[config.mk]
export PLATFORM = sky130hd
export DESIGN_NAME = dfm_round
export DESIGN_NICKNAME = d
export VERILOG_FILES = /design/src/hw/rtl/dfm_pkg.sv /design/src/hw/rtl/dfm_round.sv
export SDC_FILE = /design/constraint.sdc
export NUM_CORES = 1
export LEC_CHECK = 0
export BUFFER_PORTS_ARGS = -buffer_cell sky130_fd_sc_hd__buf_2
export CAP_MARGIN = 25
export CORE_ASPECT_RATIO = 1.1
export CORE_UTILIZATION = 30
export CTS_BUF_LIST = sky130_fd_sc_hd__clkbuf_8
export DETAILED_ROUTE_END_ITERATION = 12
export GPL_TIMING_DRIVEN = 0
export HOLD_SLACK_MARGIN = 0.15
export PLACE_DENSITY_LB_ADDON = 0.2
export SETUP_SLACK_MARGIN = 0.1
export SYNTH_ARGS = -nofsm -noshare
export SYNTH_HDL_FRONTEND = slang
export SYNTH_SLANG_ARGS = --single-unit
[constraint.sdc]
create_clock -name clk -period 3.7 [get_ports clk]
set_input_delay 0.37 -clock clk [delete_from_list [all_inputs] [get_ports clk]]
set_output_delay 0.37 -clock clk [all_outputs]
set_load 0.02 [all_outputs]
[src/hw/rtl/dfm_pkg.sv]
// Shared types, constants and stage records of the decimal float multiplier.
// No dependencies; every other file of the block but dfm_checker imports this package.
`timescale 1ns / 1ps

package dfm_pkg;

  // Rounding directions held in the configuration register
  typedef enum logic [1:0] {
    RM_NEAREST_EVEN = 2'd0,
    RM_TOWARD_POS   = 2'd1,
    RM_TOWARD_NEG   = 2'd2,
    RM_TOWARD_ZERO  = 2'd3
  } rnd_dir_t;

  // Encoding of special values
  localparam logic [6:0]  EXP_SPECIAL = 7'h40;         // exponent field of -64
  localparam logic [23:0] SIG_ALL_ONES = 24'hFFFFFF;
  localparam logic [31:0] ZERO_WORD = 32'h8000_0000;
  localparam logic [31:0] INF_WORD  = 32'h80FF_FFFF;
  localparam logic [31:0] NAN_WORD  = 32'h8000_00FF;
  localparam logic [31:0] SGN_MASK  = 32'h0100_0000;

  // Exponent limits
  localparam logic signed [7:0] EXP_MAX       = 8'sd63;
  localparam logic signed [7:0] EXP_MIN       = -8'sd63;
  localparam logic signed [7:0] EXP_MIN_EARLY = -8'sd64;

  // Division constants; 10^6 = 64 * 15625
  localparam logic [47:0] BIG_LIMIT    = 48'd10_000_000_000_000;
  localparam logic [28:0] RECIP_15625  = 29'd281474976;   // floor(2^42 / 15625)
  localparam logic [31:0] RECIP_10     = 32'hCCCC_CCCD;   // ceil(2^35 / 10)
  localparam logic [16:0] DIV_LO       = 17'd15625;
  localparam logic [16:0] DIV_LO2      = 17'd31250;
  localparam logic [23:0] DEC6         = 24'd1_000_000;
  localparam logic [23:0] DEC7         = 24'd10_000_000;

  // Fields that ride along every stage
  typedef struct packed {
    logic        special;     // result already known
    logic [31:0] spec_word;   // that result
    logic        neg;         // sign of the product
    logic [7:0]  exp;         // two's complement exponent sum
  } meta_t;

  typedef struct packed {
    meta_t       meta;
    logic [47:0] prod;
  } s1_t;

  typedef struct packed {
    meta_t       meta;
    logic        big;
    logic [28:0] q_est;
    logic [16:0] x_lo;
    logic [5:0]  p_lo;
    logic [16:0] t_lo;
  } s2_t;

  typedef struct packed {
    meta_t       meta;
    logic        big;
    logic [28:0] q6;
    logic [19:0] r6;
    logic [24:0] q7;
  } s4_t;

  typedef struct packed {
    meta_t       meta;
    logic        big;
    logic [28:0] q;
    logic [23:0] rem;
  } s6_t;

  // Stage enables handed to the divider stages
  typedef struct packed {
    logic s2;
    logic s3;
    logic s4;
    logic s5;
    logic s6;
  } div_en_t;

endpackage

[src/hw/rtl/dfm_round.sv]
// Stage 7: directed rounding, exponent range check and result packing into
// the output register. Depends on dfm_pkg.
`timescale 1ns / 1ps

module dfm_round (
  input  logic                  clk,
  input  logic                  en,
  input  dfm_pkg::rnd_dir_t     rnd_dir,
  input  dfm_pkg::s6_t          s6,
  output logic [31:0]           product_r
);
  import dfm_pkg::*;

  logic [24:0]       rem2;
  logic [24:0]       divisor;
  logic              inc;
  logic              has_rem;
  logic [23:0]       q_rnd;
  logic signed [7:0] e_fin;
  logic [31:0]       sgn;
  logic [31:0]       product_nxt;

  // Round-up decision
  always_comb begin
    rem2    = {s6.rem, 1'b0};
    divisor = s6.big ? 25'(DEC7) : 25'(DEC6);
    has_rem = (s6.rem != '0);
    case (rnd_dir)
      RM_NEAREST_EVEN: inc = (rem2 > divisor) || ((rem2 == divisor) && s6.q[0]);
      RM_TOWARD_POS:   inc = has_rem && !s6.meta.neg;
      RM_TOWARD_NEG:   inc = has_rem && s6.meta.neg;
      RM_TOWARD_ZERO:  inc = 1'b0;
      default:         inc = 1'b0;
    endcase
    q_rnd = s6.q[23:0] + 24'(inc);
  end

  // Final exponent and packing
  always_comb begin
    e_fin = $signed(s6.meta.exp) + $signed({7'b0, s6.big});
    sgn   = s6.meta.neg ? SGN_MASK : '0;
    if (s6.meta.special) begin
      product_nxt = s6.meta.spec_word;
    end else if (e_fin > EXP_MAX) begin
      product_nxt = INF_WORD | sgn;
    end else if (e_fin < EXP_MIN) begin
      product_nxt = ZERO_WORD | sgn;
    end else begin
      product_nxt = {e_fin[6:0], s6.meta.neg, q_rnd};
    end
  end

  always_ff @(posedge clk) begin
    if (en) begin
      product_r <= product_nxt;
    end
  end

endmodule

# After elaboration in Yosys (flattened, before gate mapping)
# Index checks and enable logic that the tools add are counted.
# word_totals
register_bits	32
inputBits	100
out_inout_bits	32
elab_cells	23
# op_classes
n_addsub	2
order_cmp	3
eq_ne	4
n_mux	6
reduce_logical	7
# op_table
cell	n
32-bit 2-to-1 mux	3
25-bit by 24-bit equality test with 1-bit output	1
25-bit by 24-bit > comparator with 1-bit output	1
25-bit 2-to-1 mux	1
24-bit by 1-bit adder with 24-bit output	1
24-bit 2-to-1 mux	1
24-bit nonzero test	1
8-bit by 2-bit adder with 8-bit output	1
8-bit by 7-bit > comparator with 1-bit output, second input constant	1
8-bit by 7-bit < comparator with 1-bit output, second input constant	1
2-bit equality test, second input constant	2
1-bit one-hot mux with 4 select lines	1
1-bit logical AND	3
2-bit by 1-bit equality test with 1-bit output, second input constant	1
2-bit zero test	1
1-bit zero test	1
1-bit logical OR	1

# Depth between registers and ports, before layout
# depth
word_depth	9
depth_mapped	14
depth_no_buf	14

# Least setup slack after synthesis
# No wires, ideal clock.
# synth_path
kind	input to register
startpoint	input s6[53] in the netlist's numbering
endpoint	register product_r[18], data pin
setup_ps	167
arrival_ps	3162
required_ps	3533
slack_ps	371
stages	14
path_buffers	0
path_cell_list	inv_1 -> ha_1 -> nand4_1 -> or4_1 -> a211o_1 -> o311a_1 -> o22ai_1 -> ha_1 -> ha_1 -> nand4_1 -> nor4_2 -> nand3_1 -> xor2_1 -> a221oi_2
# synth_between
elab_chain_len	9
elab_cells_between_ends	13
cone_classes	add/sub: 2; order compare: 3; eq/ne: 1; mux: 5; reduce/logical: 2
# synth_lines
item	line_no	rtl
from (decl)	dfm_round.sv:9	input dfm_pkg::s6_t s6,
parallel branches: the longest is 7 deep, another holds 25-bit by 24-bit > comparator with 1-bit output	--	
32-bit 2-to-1 mux (*)	dfm_round.sv:44	end else if (e_fin > EXP_MAX) begin
32-bit 2-to-1 mux (*)	dfm_round.sv:42	if (s6.meta.special) begin
net product_nxt[18]	dfm_round.sv:21	logic [31:0] product_nxt;
to (signal assigned)	dfm_round.sv:55	product_r <= product_nxt;
to (decl)	dfm_round.sv:10	output logic [31:0] product_r
# Mark *: on every way through the listed nets, which the timed path passes.
# A chain may end at the register's enable or synchronous reset.

# Final worst setup path
# layout_path
startpoint	input s6[53] in the netlist's numbering
endpoint	register product_r[13], data pin
# The elaborated chain is that of the path after synthesis.

==> reports/metrics.cfg <==
[outcome]
run_status = complete, no violations

[timing]
finalHoldViolations = 0
tns_ns = 0
maxSlewHeadroom_pct = 45.4
period_minus_slack_ns = 3.38
finalSetupViolations = 0
period_share_pct = 91.4
fmax_mhz = 296
worst_slew_pin_slew_ns = 0.818
grt_setup_unrepaired = false
maxSlewViolCount = 0

[layout]
drive_above_1_share_pct = 43.1
top_register = product_r
final_common_cell = buf_2
reg_top3 = product_r: 32 flops
antenna_cells = 0
largest_reg_flops = 32
mostFrequentLayoutCells = buf_2, edfxtp_1, nor2_1, nand2_1, xor2_1
fin_util_pct = 43.0
syn2layout_area_growth_pct = 35.9
fin_area_um2 = 3480
nNetsFinal = 499

[logic_synthesis]
netlist_instances = 248
yosys_warnings = 0
ys_ff_latch = 32
syn-num-nets = 365
avgSynthCellArea_um2 = 10.3
synthArstFlopShare_pct = 0
synth_edf_count = 32
synth_cell_types = 51
synth_seq_area_share_pct = 37.5
synth_ff_type = edfxtp_1
synth_area_um2 = 2560

[cts]
clock_sinks = 32
cts_tree = built
cts_root_buffer = clkbuf_8
ctsHoldBuffers = 0
clkTransAtPathRegs_ns = 0.06
cts_made_buffers = 5
cts_buffer_depth = 2
cts_max_level = 2

[floorplan]
rows = 34
design.die.area_um2 = 8910
die_h_um = 98.9
boundaryPins = 132
core-area_um2 = 8080
fp.dieW_um = 90.1
start_util_pct = 31.7

[critical_path]
worst-endpoint-required_ns = 3.73
cp-end-kind = flop
crit_slowest_cell = or4_4
slowest_delay_ns = 0.50
worstPathArrival_ns = 3.41
crit_fanout = 7
path_common_cell = nand4_1
crit_chain = clkbuf_4, inv_2, ha_1, nand4_1, or4_4, a211o_1, o311a_1, o22ai_2, ha_2, buf_4, nand4_1, nor4_4, xor2_1, o21ai_0, a21oi_1
worst-path-buf-inv = 3
path_class = in -> reg
cp-start-kind = primary input
cpLargestDelayFamily = simple AND/OR/NAND/NOR gates

[routing]
routed_wl_mm = 7.28
dr.pass1.iters = 4
drtIter0Drc = 86
drc_errors = 0
detail-route-antenna-nets = 0
viasPerCell = 4.98
vias = 2444
wl_per_cell_um = 14.8

[global_routing]
overflow = 0
grt_pass1_wl_mm = 11.5
antenna_found_initial = 0
grt_pass1_vias = 2378
grt_usage_pct = 16.3
grt_start_max_net_pins = 33

[run]
max-cap-violations = 0

[place]
postPlaceCellArea_um2 = 3320
place_congestion = 0.835
port_buffers = 125
dpl.hpwl_mm = 5.70

[power_and_ir_drop]
cellPowerDensity_nw_per_um2 = 316
p_leak_nw = 1.47
vdd_ir_drop_max_v = 0.000163

[hold_path]
hold_class = in -> reg

Yosys cell counts, drive strengths merged (2+ instances only):
cell type	number	share of area, %
xor2	17	5.8
nor2	23	3.7
nand2	18	2.6
o31ai	2	0.59
nor4	6	2.3
nand4	11	3.2
ha	17	8.3
or4	2	0.59
buf	5	1.6
o21ai	6	1.2
and3	5	1.2
clkbuf	4	0.59
inv	16	2.3
nor3	8	1.6
nand3b	2	0.59
a21oi	3	0.59
o32ai	13	5.9
o41ai	2	0.68
a32o	5	2.0
xnor2	11	3.8
edfxtp	32	38
a221oi	8	4.4
nand3	14	2.9
cell families after synthesis:
family	after synthesis	synth area share [%]
multiplexers	1	0.440
AND/OR/NAND/NOR	94	20.5
buffers and inverters	26	4.64
XOR/XNOR	28	9.58
flip-flops	32	37.5
adder cells (fa/ha/maj)	17	8.31
AO/OA/AOI/OAI	50	19.0
stage by stage:
stage / setup WS [ns] / std cells / power [mW] / hold WS (ns)
after floorplan: 0.371 / 248 / 0.629 / 0.482
after global placement: -0.405 / 481 / 0.765 / 0.656
after detailed placement: -0.427 / 481 / 0.767 / 0.654
after CTS: 0.143 / 491 / 1.11 / 0.362
after global routing: 0.118 / 491 / 1.15 / 0.372
final: 0.318 / 491 / 1.10 / 0.366
metal layers:
layer / track usage [%] / share of wire [%]
met1: 20.6 / 45
met2: 28.2 / 49
met3: 3.16 / 4.9
met4: 4.84 / 1.5
met5: 0 / 0
path summary, 6_finish.rpt:
path	end	slack [ns]	start	depth (start not counted)
hold / removal	product_r[1]	0.37	s6[64]	3
setup / recovery	product_r[13]	0.32	s6[53]	15
layout make-up:
class                      instances  area [µm²]
timing repair buffer             127         643
sequential                        32         961
fill                             861        4600
clock buffer                       5        68.8
buffer                             9        55.1
inverter                          17        63.8
clock inverter                     3        38.8
tap                              108         135
multi-input combinational        190        1510
report_power, final:
part / switching (mW) / total (mW) / internal [mW]
registers: 0.00851 / 0.452 / 0.443
clock network: 0.138 / 0.335 / 0.197
logic: 0.183 / 0.312 / 0.129
timing repair:
item / CTS / global route
setup buffers: 2 / 0
pin swaps: 3 / 4
resized for setup: 3 / 5
endpoints found under the setup margin: 5 / 11
No activity file was read; power rests on OpenSTA's default activity.
