## src/hw/rtl/dfm_pkg.sv

```systemverilog
// Shared types, constants and stage records of the decimal float multiplier.
// No dependencies; every other file of the block but dfm_checker imports this package.
`timescale 1ns / 1ps

package dfm_pkg;

  // Rounding directions held in the configuration register
  typedef enum logic [1:0] {
    RM_NEAREST_EVEN = 2'd0,
    RM_TOWARD_POS   = 2'd1,
    RM_TOWARD_NEG   = 2'd2,
    RM_TOWARD_ZERO  = 2'd3
  } rnd_dir_t;

  // Encoding of special values
  localparam logic [6:0]  EXP_SPECIAL = 7'h40;         // exponent field of -64
  localparam logic [23:0] SIG_ALL_ONES = 24'hFFFFFF;
  localparam logic [31:0] ZERO_WORD = 32'h8000_0000;
  localparam logic [31:0] INF_WORD  = 32'h80FF_FFFF;
  localparam logic [31:0] NAN_WORD  = 32'h8000_00FF;
  localparam logic [31:0] SGN_MASK  = 32'h0100_0000;

  // Exponent limits
  localparam logic signed [7:0] EXP_MAX       = 8'sd63;
  localparam logic signed [7:0] EXP_MIN       = -8'sd63;
  localparam logic signed [7:0] EXP_MIN_EARLY = -8'sd64;

  // Division constants; 10^6 = 64 * 15625
  localparam logic [47:0] BIG_LIMIT    = 48'd10_000_000_000_000;
  localparam logic [28:0] RECIP_15625  = 29'd281474976;   // floor(2^42 / 15625)
  localparam logic [31:0] RECIP_10     = 32'hCCCC_CCCD;   // ceil(2^35 / 10)
  localparam logic [16:0] DIV_LO       = 17'd15625;
  localparam logic [16:0] DIV_LO2      = 17'd31250;
  localparam logic [23:0] DEC6         = 24'd1_000_000;
  localparam logic [23:0] DEC7         = 24'd10_000_000;

  // Fields that ride along every stage
  typedef struct packed {
    logic        special;     // result already known
    logic [31:0] spec_word;   // that result
    logic        neg;         // sign of the product
    logic [7:0]  exp;         // two's complement exponent sum
  } meta_t;

  typedef struct packed {
    meta_t       meta;
    logic [47:0] prod;
  } s1_t;

  typedef struct packed {
    meta_t       meta;
    logic        big;
    logic [28:0] q_est;
    logic [16:0] x_lo;
    logic [5:0]  p_lo;
    logic [16:0] t_lo;
  } s2_t;

  typedef struct packed {
    meta_t       meta;
    logic        big;
    logic [28:0] q6;
    logic [19:0] r6;
    logic [24:0] q7;
  } s4_t;

  typedef struct packed {
    meta_t       meta;
    logic        big;
    logic [28:0] q;
    logic [23:0] rem;
  } s6_t;

  // Stage enables handed to the divider stages
  typedef struct packed {
    logic s2;
    logic s3;
    logic s4;
    logic s5;
    logic s6;
  } div_en_t;

endpackage

```

## src/hw/rtl/dfm_front.sv

```systemverilog
// Stage 1: operand classification, special results, exponent sum and
// 24x24 significand product. Depends on dfm_pkg.
`timescale 1ns / 1ps

module dfm_front (
  input  logic          clk,
  input  logic          en,
  input  logic [31:0]   left_operand,
  input  logic [31:0]   right_operand,
  output dfm_pkg::s1_t  s1_r
);
  import dfm_pkg::*;

  logic [23:0]       sig_a, sig_b;
  logic              spec_a, spec_b;
  logic              nan_a, nan_b, inf_a, inf_b, zero_a, zero_b;
  logic              neg;
  logic signed [7:0] esum;
  logic [31:0]       sgn;
  s1_t               s1_nxt;

  // Classify both operands
  always_comb begin
    sig_a  = left_operand[23:0];
    sig_b  = right_operand[23:0];
    spec_a = (left_operand[31:25] == EXP_SPECIAL);
    spec_b = (right_operand[31:25] == EXP_SPECIAL);
    inf_a  = spec_a && (sig_a == SIG_ALL_ONES);
    inf_b  = spec_b && (sig_b == SIG_ALL_ONES);
    zero_a = spec_a && (sig_a == '0);
    zero_b = spec_b && (sig_b == '0);
    nan_a  = spec_a && !inf_a && !zero_a;
    nan_b  = spec_b && !inf_b && !zero_b;
    neg    = left_operand[24] ^ right_operand[24];
    sgn    = neg ? SGN_MASK : '0;
    esum   = $signed({left_operand[31], left_operand[31:25]}) +
             $signed({right_operand[31], right_operand[31:25]});
  end

  // Special result selection, in priority order
  always_comb begin
    s1_nxt.meta.neg       = neg;
    s1_nxt.meta.exp       = esum;
    s1_nxt.meta.special   = 1'b1;
    s1_nxt.meta.spec_word = '0;
    s1_nxt.prod           = 48'(sig_a) * 48'(sig_b);
    if (nan_a) begin
      s1_nxt.meta.spec_word = left_operand;
    end else if (nan_b) begin
      s1_nxt.meta.spec_word = right_operand;
    end else if ((inf_a && zero_b) || (zero_a && inf_b)) begin
      s1_nxt.meta.spec_word = NAN_WORD | sgn;
    end else if (inf_a || inf_b) begin
      s1_nxt.meta.spec_word = INF_WORD | sgn;
    end else if (zero_a || zero_b) begin
      s1_nxt.meta.spec_word = ZERO_WORD | sgn;
    end else if (esum > EXP_MAX) begin
      s1_nxt.meta.spec_word = INF_WORD | sgn;
    end else if (esum < EXP_MIN_EARLY) begin
      s1_nxt.meta.spec_word = ZERO_WORD | sgn;
    end else begin
      s1_nxt.meta.special = 1'b0;
    end
  end

  always_ff @(posedge clk) begin
    if (en) begin
      s1_r <= s1_nxt;
    end
  end

endmodule

```

## config.mk

```make
export PLATFORM = sky130hd
export DESIGN_NAME = dfm_front
export DESIGN_NICKNAME = d
export VERILOG_FILES = /design/src/hw/rtl/dfm_pkg.sv /design/src/hw/rtl/dfm_front.sv
export SDC_FILE = /design/constraint.sdc
export NUM_CORES = 2
export LEC_CHECK = 0
export BUFFER_PORTS_ARGS = -buffer_cell sky130_fd_sc_hd__buf_2
export CORE_AREA = 2 2 170 297
export DETAILED_ROUTE_END_ITERATION = 6
export DIE_AREA = 0 0 172 299
export GPL_ROUTABILITY_DRIVEN = 0
export HOLD_SLACK_MARGIN = 0.05
export PLACE_DENSITY = 0.68
export SLEW_MARGIN = 20
export SYNTH_ARGS = -nofsm -noshare
export SYNTH_HDL_FRONTEND = slang
export SYNTH_SLANG_ARGS = --single-unit
```

## constraint.sdc

```tcl
create_clock -name clk -period 9.9 [get_ports clk]
set_clock_uncertainty 0.15 [all_clocks]
set_input_delay 1.98 -clock clk [delete_from_list [all_inputs] [get_ports clk]]
set_output_delay 1.98 -clock clk [all_outputs]
set_load 0.05 [all_outputs]
```

After elaboration in Yosys (flattened, before gate mapping). Index checks and enable logic that the tools add are counted.

Word-level logic and storage cells: 43. Output and inout port bits: 90. Bits of input ports: 66. Register bits after elaboration: 90.

Reductions and logical operators: 20. Equal/unequal tests: 4. Magnitude comparators: 2. Multiplexer cells: 9. Multipliers: 1. Bitwise logic cells: 1. $add $sub $neg: 1.

Operator list (count): $mux W32 (7); $eq A24 B24 Y1 const B (2); $logic_not A24 Y1 (2); $mul A24 B24 Y48 (1); $mux W25 (1); $eq A7 B7 Y1 const B (2); $logic_and A1 B1 Y1 (10); $add A7 B7 Y8 (1); $gt A8 B7 Y1 const B (1); $lt A8 B7 Y1 const B (1); $reduce_or A6 Y1 (1); $logic_not A1 Y1 (4); $logic_or A1 B1 Y1 (3); $mux W1 (1); $xor A1 B1 Y1 (1).

Depth between registers and ports, before layout.
Word-level depth: 9. Mapped depth: 27. Gate-level depth less buffers: 24.

Worst setup path before layout. Ideal clock, no wire load.

Kind: input port to flip-flop. From: in right_operand[3]. To: reg s1_r[37] in the netlist's numbering, data pin. Library setup time: 0.261 ns. Arrival: 8.237 ns. Setup slack: 1.252 ns. Stages: 25. Path buffers: 3. Required time: 9.489 ns. Cells stage by stage: clkbuf_1 clkbuf_1 nand2_1 fa_1 inv_1 fa_1 inv_1 fa_1 fa_1 inv_1 fa_1 fa_1 inv_1 fa_1 inv_1 ha_1 clkbuf_1 a21oi_1 o21ai_0 a221o_1 a31oi_4 o21ai_2 o2111a_1 or2_1 xor2_1.

RTL lines: start: declaration (line dfm_front.sv:9) `input logic [31:0] right_operand,`; end signal: assignment (line dfm_front.sv:68) `s1_r <= s1_nxt;`; end: declaration (line dfm_front.sv:10) `output dfm_pkg::s1_t s1_r`.

==> impl_metrics.csv <==
group,metric,value,unit
cells_and_area,num-fill-cells,4648,
timing,hold_ws,1.75,ns
floorplanning,die_h,299,um
run_status,status,"finished, final reports clean",
floorplanning,rows,108,
drt,vias_per_cell,5.52,
timing,period_needed,9.00,ns
placed_design,port_buffers,155,
timing,slew_headroom,38.0,%
worst_setup_path,end_kind,"flop",
timing,tightest_slew,0.924,ns
grt,antenna_found_initial,1,
cts,htree_num_levels,3,
cells_and_area,regMostFlops,"s1_r",
grt,overflow,0,
grt,grt_pass1_vias,19400,
floorplanning,dieArea,0.0514,mm^2
cts,postCtsSetupBuffers,0,
worst_setup_path,cp_num_buf_inv,4,
synthesis,ys.flop_type,"edfxtp_1",
run,cap_violations,0,
worst_hold_path,hp-class,"in -> reg",
cells_and_area,nNetsFinal,3220,
worst_setup_path,cp_common_cell,"fa_1",
cts,cts_buffer_depth,2,
worst_setup_path,critPathSlowestCell,"fa_1",
synthesis,synthDistinctLibCells,54,
cts,tritoncts,"done",
worst_setup_path,crit_path_start,"right_operand[9]",
worst_setup_path,startpoint_type,"primary input",
synthesis,synth_edf_count,90,
cts,cts.sinks,90,
floorplanning,start_util,46.5,%
cells_and_area,reg_top3,"s1_r (90)",
drt,vias,17400,
worst_setup_path,crit_fanout,27,
drt,drtAntennaViolNets,0,
cells_and_area,drive_above_1_share,8.18,%
cts,cts_resized,0,
drt,drt_iter0_markers,1022,
drt,routed_wl,66400,um
synthesis,synthesis.area,0.0229,mm^2
grt,track_usage,27.1,%
timing,rsz0062_at_grt,"no",
floorplanning,die_x,172,um
worst_hold_path,holdPathStages,2,
placed_design,place_inst,3137,
placed_design,dp_hpwl,52800,um
cts,cts_root_buf,"clkbuf_16",
worst_setup_path,cpLargestDelayFamily,"adder cells",
timing,fmax,0.111,GHz
worst_setup_path,worstPathArrival,8.98,ns
grt,grt_max_degree,52,
timing,slew_violations,0,
cells_and_area,syn2layout_area_growth,6.71,%
worst_setup_path,path_depth,21,
timing,tns,0,ns
floorplanning,ioPinCount,156,
worst_setup_path,critPathRequiredTime,9.87,ns
grt,grt_pass1_wl,104000,um
worst_hold_path,hold_start,"right_operand[25]",
cts,cts_made_buffers,9,
timing,fin_crit_sh,91.0,%
cells_and_area,largest_reg_flops,90,
worst_setup_path,cp_cell_sequence,"buf_2 -> nand2_1 -> fa_1 -> fa_1 -> inv_1 -> fa_1 -> fa_1 -> fa_1 -> fa_1 -> inv_1 -> fa_1 -> inv_1 -> ha_1 -> a21oi_1 -> o21ai_0 -> a221o_1 -> a31oi_4 -> o21ai_2 -> o21ai_0 -> o21ai_0 -> xor2_1",
cts,ctsHoldBuffers,0,
worst_setup_path,path_class,"in -> reg",
timing,setup_viol,0,
cts,clk_pin_slew_worst_paths,0.08,ns
drt,wl_per_cell,21.1,um
timing,hold_violations,0,
synthesis,ys_ff_latch,90,
worst_setup_path,crit_path_max_incr_delay,0.64,ns
synthesis,async_reset_ff_share,0,%
drt,drc_errors,0,
synthesis,syn_area_per_cell,9.34,um^2
synthesis,synth_cells,2449,
floorplanning,core,0.0492,mm^2
synthesis,yosysWarnings,0,
cells_and_area,fin_cells,3154,
synthesis,seq_area_frac_synth,11.8,%
drt,drtPass1Iterations,7,
[per-stage QoR]
step / worst slack (ns) / util, % / area, um^2
2_1_floorplan: 1.25 / - / 22900
3_3_place_gp: 0.679 / 49.0 / 24100
3_5_place_dp: 0.626 / 49.0 / 24100
4_1_cts: 1.02 / 49.6 / 24400
5_1_grt: 0.712 / 49.6 / 24400
6_report: 0.896 / 49.6 / 24400
[logic make-up after synthesis]
logic type	after synthesis	synth area share [%]
fa+ha+maj	666	52.3
mux	1	0.0492
compound gates	181	5.73
buf+inv	734	12.1
xor+xnor	50	1.91
other cells	1	0.0164
simple gates	726	16.1
flops	90	11.8
[cell usage after synthesis, types with 2 or more instances]
cell type  instances  area, um^2
a2111oi_0          5        43.8
a211o_1            2        17.5
a211oi_1           8        60.1
a211oi_2           2        25.0
a21boi_0           2        15.0
a21o_1            21         158
a21oi_1           50         250
a221o_1           26         260
a31oi_1            2        12.5
and2_1           308        1930
and3_1             6        37.5
and4_1             3        26.3
clkbuf_1         156         586
edfxtp_1          90        2700
fa_1             483        9670
ha_1             183        2290
inv_1            576        2160
nand2_1          300        1130
nand2b_1           2        12.5
nand3_1           12        60.1
nand4_1           21         131
nor2_1            33         124
nor2b_1            5        31.3
nor3_1            14        70.1
nor4_1            15        93.8
nor4b_1            2        17.5
o211a_1            2        20.0
o211ai_1           6        45.0
o21a_1             4        30.0
o21ai_0           22         110
o21ai_1            2        10.0
o21bai_1          12        90.1
o22ai_1            2        12.5
o31ai_1            2        15.0
or3_1              3        18.8
xnor2_1           35         307
xor2_1            15         131
[worst paths after layout]
check	slack, ns	end
max	0.90	s1_r[41]
min	1.75	s1_r[48]
[placed cells by master (no fill, tap or decap), types with 5 or more instances in the layout]
| master | count |
|---|---|
| fa_1 | 483 |
| a21oi_1 | 50 |
| clkbuf_16 | 9 |
| a2111oi_0 | 5 |
| conb_1 | 6 |
| and2_1 | 308 |
| xor2_1 | 15 |
| buf_4 | 27 |
| edfxtp_1 | 90 |
| inv_1 | 576 |
| ha_1 | 183 |
| o211ai_1 | 6 |
| o21ai_0 | 22 |
| nor2b_1 | 5 |
| nor2_1 | 33 |
| buf_2 | 154 |
| a211oi_1 | 8 |
| o21bai_1 | 12 |
| nand2_1 | 300 |
| nand3_1 | 12 |
| nand4_1 | 21 |
| and3_1 | 6 |
| a21o_1 | 21 |
| nor4_1 | 15 |
| xnor2_1 | 35 |
| nor3_1 | 14 |
| a221o_1 | 26 |
[routing by layer]
layer	GRT usage (%)	vias to the layer above	part of all wire (%)
li1	-	7387	-
met1	26.9	8908	31
met2	50.0	797	55
met3	4.21	312	5.7
met4	19.6	0	8.6
met5	0	-	0
[cell type report]
class	instances	area, um^2	share of cell area [%]
Antenna cell	1	2.50	0.0103
Clock buffer	9	225	0.923
Clock inverter	7	83.8	0.343
Inverter	576	2160	8.86
Multi-Input combinational cell	1630	17400	71.4
Sequential cell	90	2700	11.1
Tap cell	660	826	3.38
Timing Repair Buffer	181	973	3.99
Power is not shown: default switching activity piles up to over one toggle a cycle in this logic, so the estimate is an artifact.
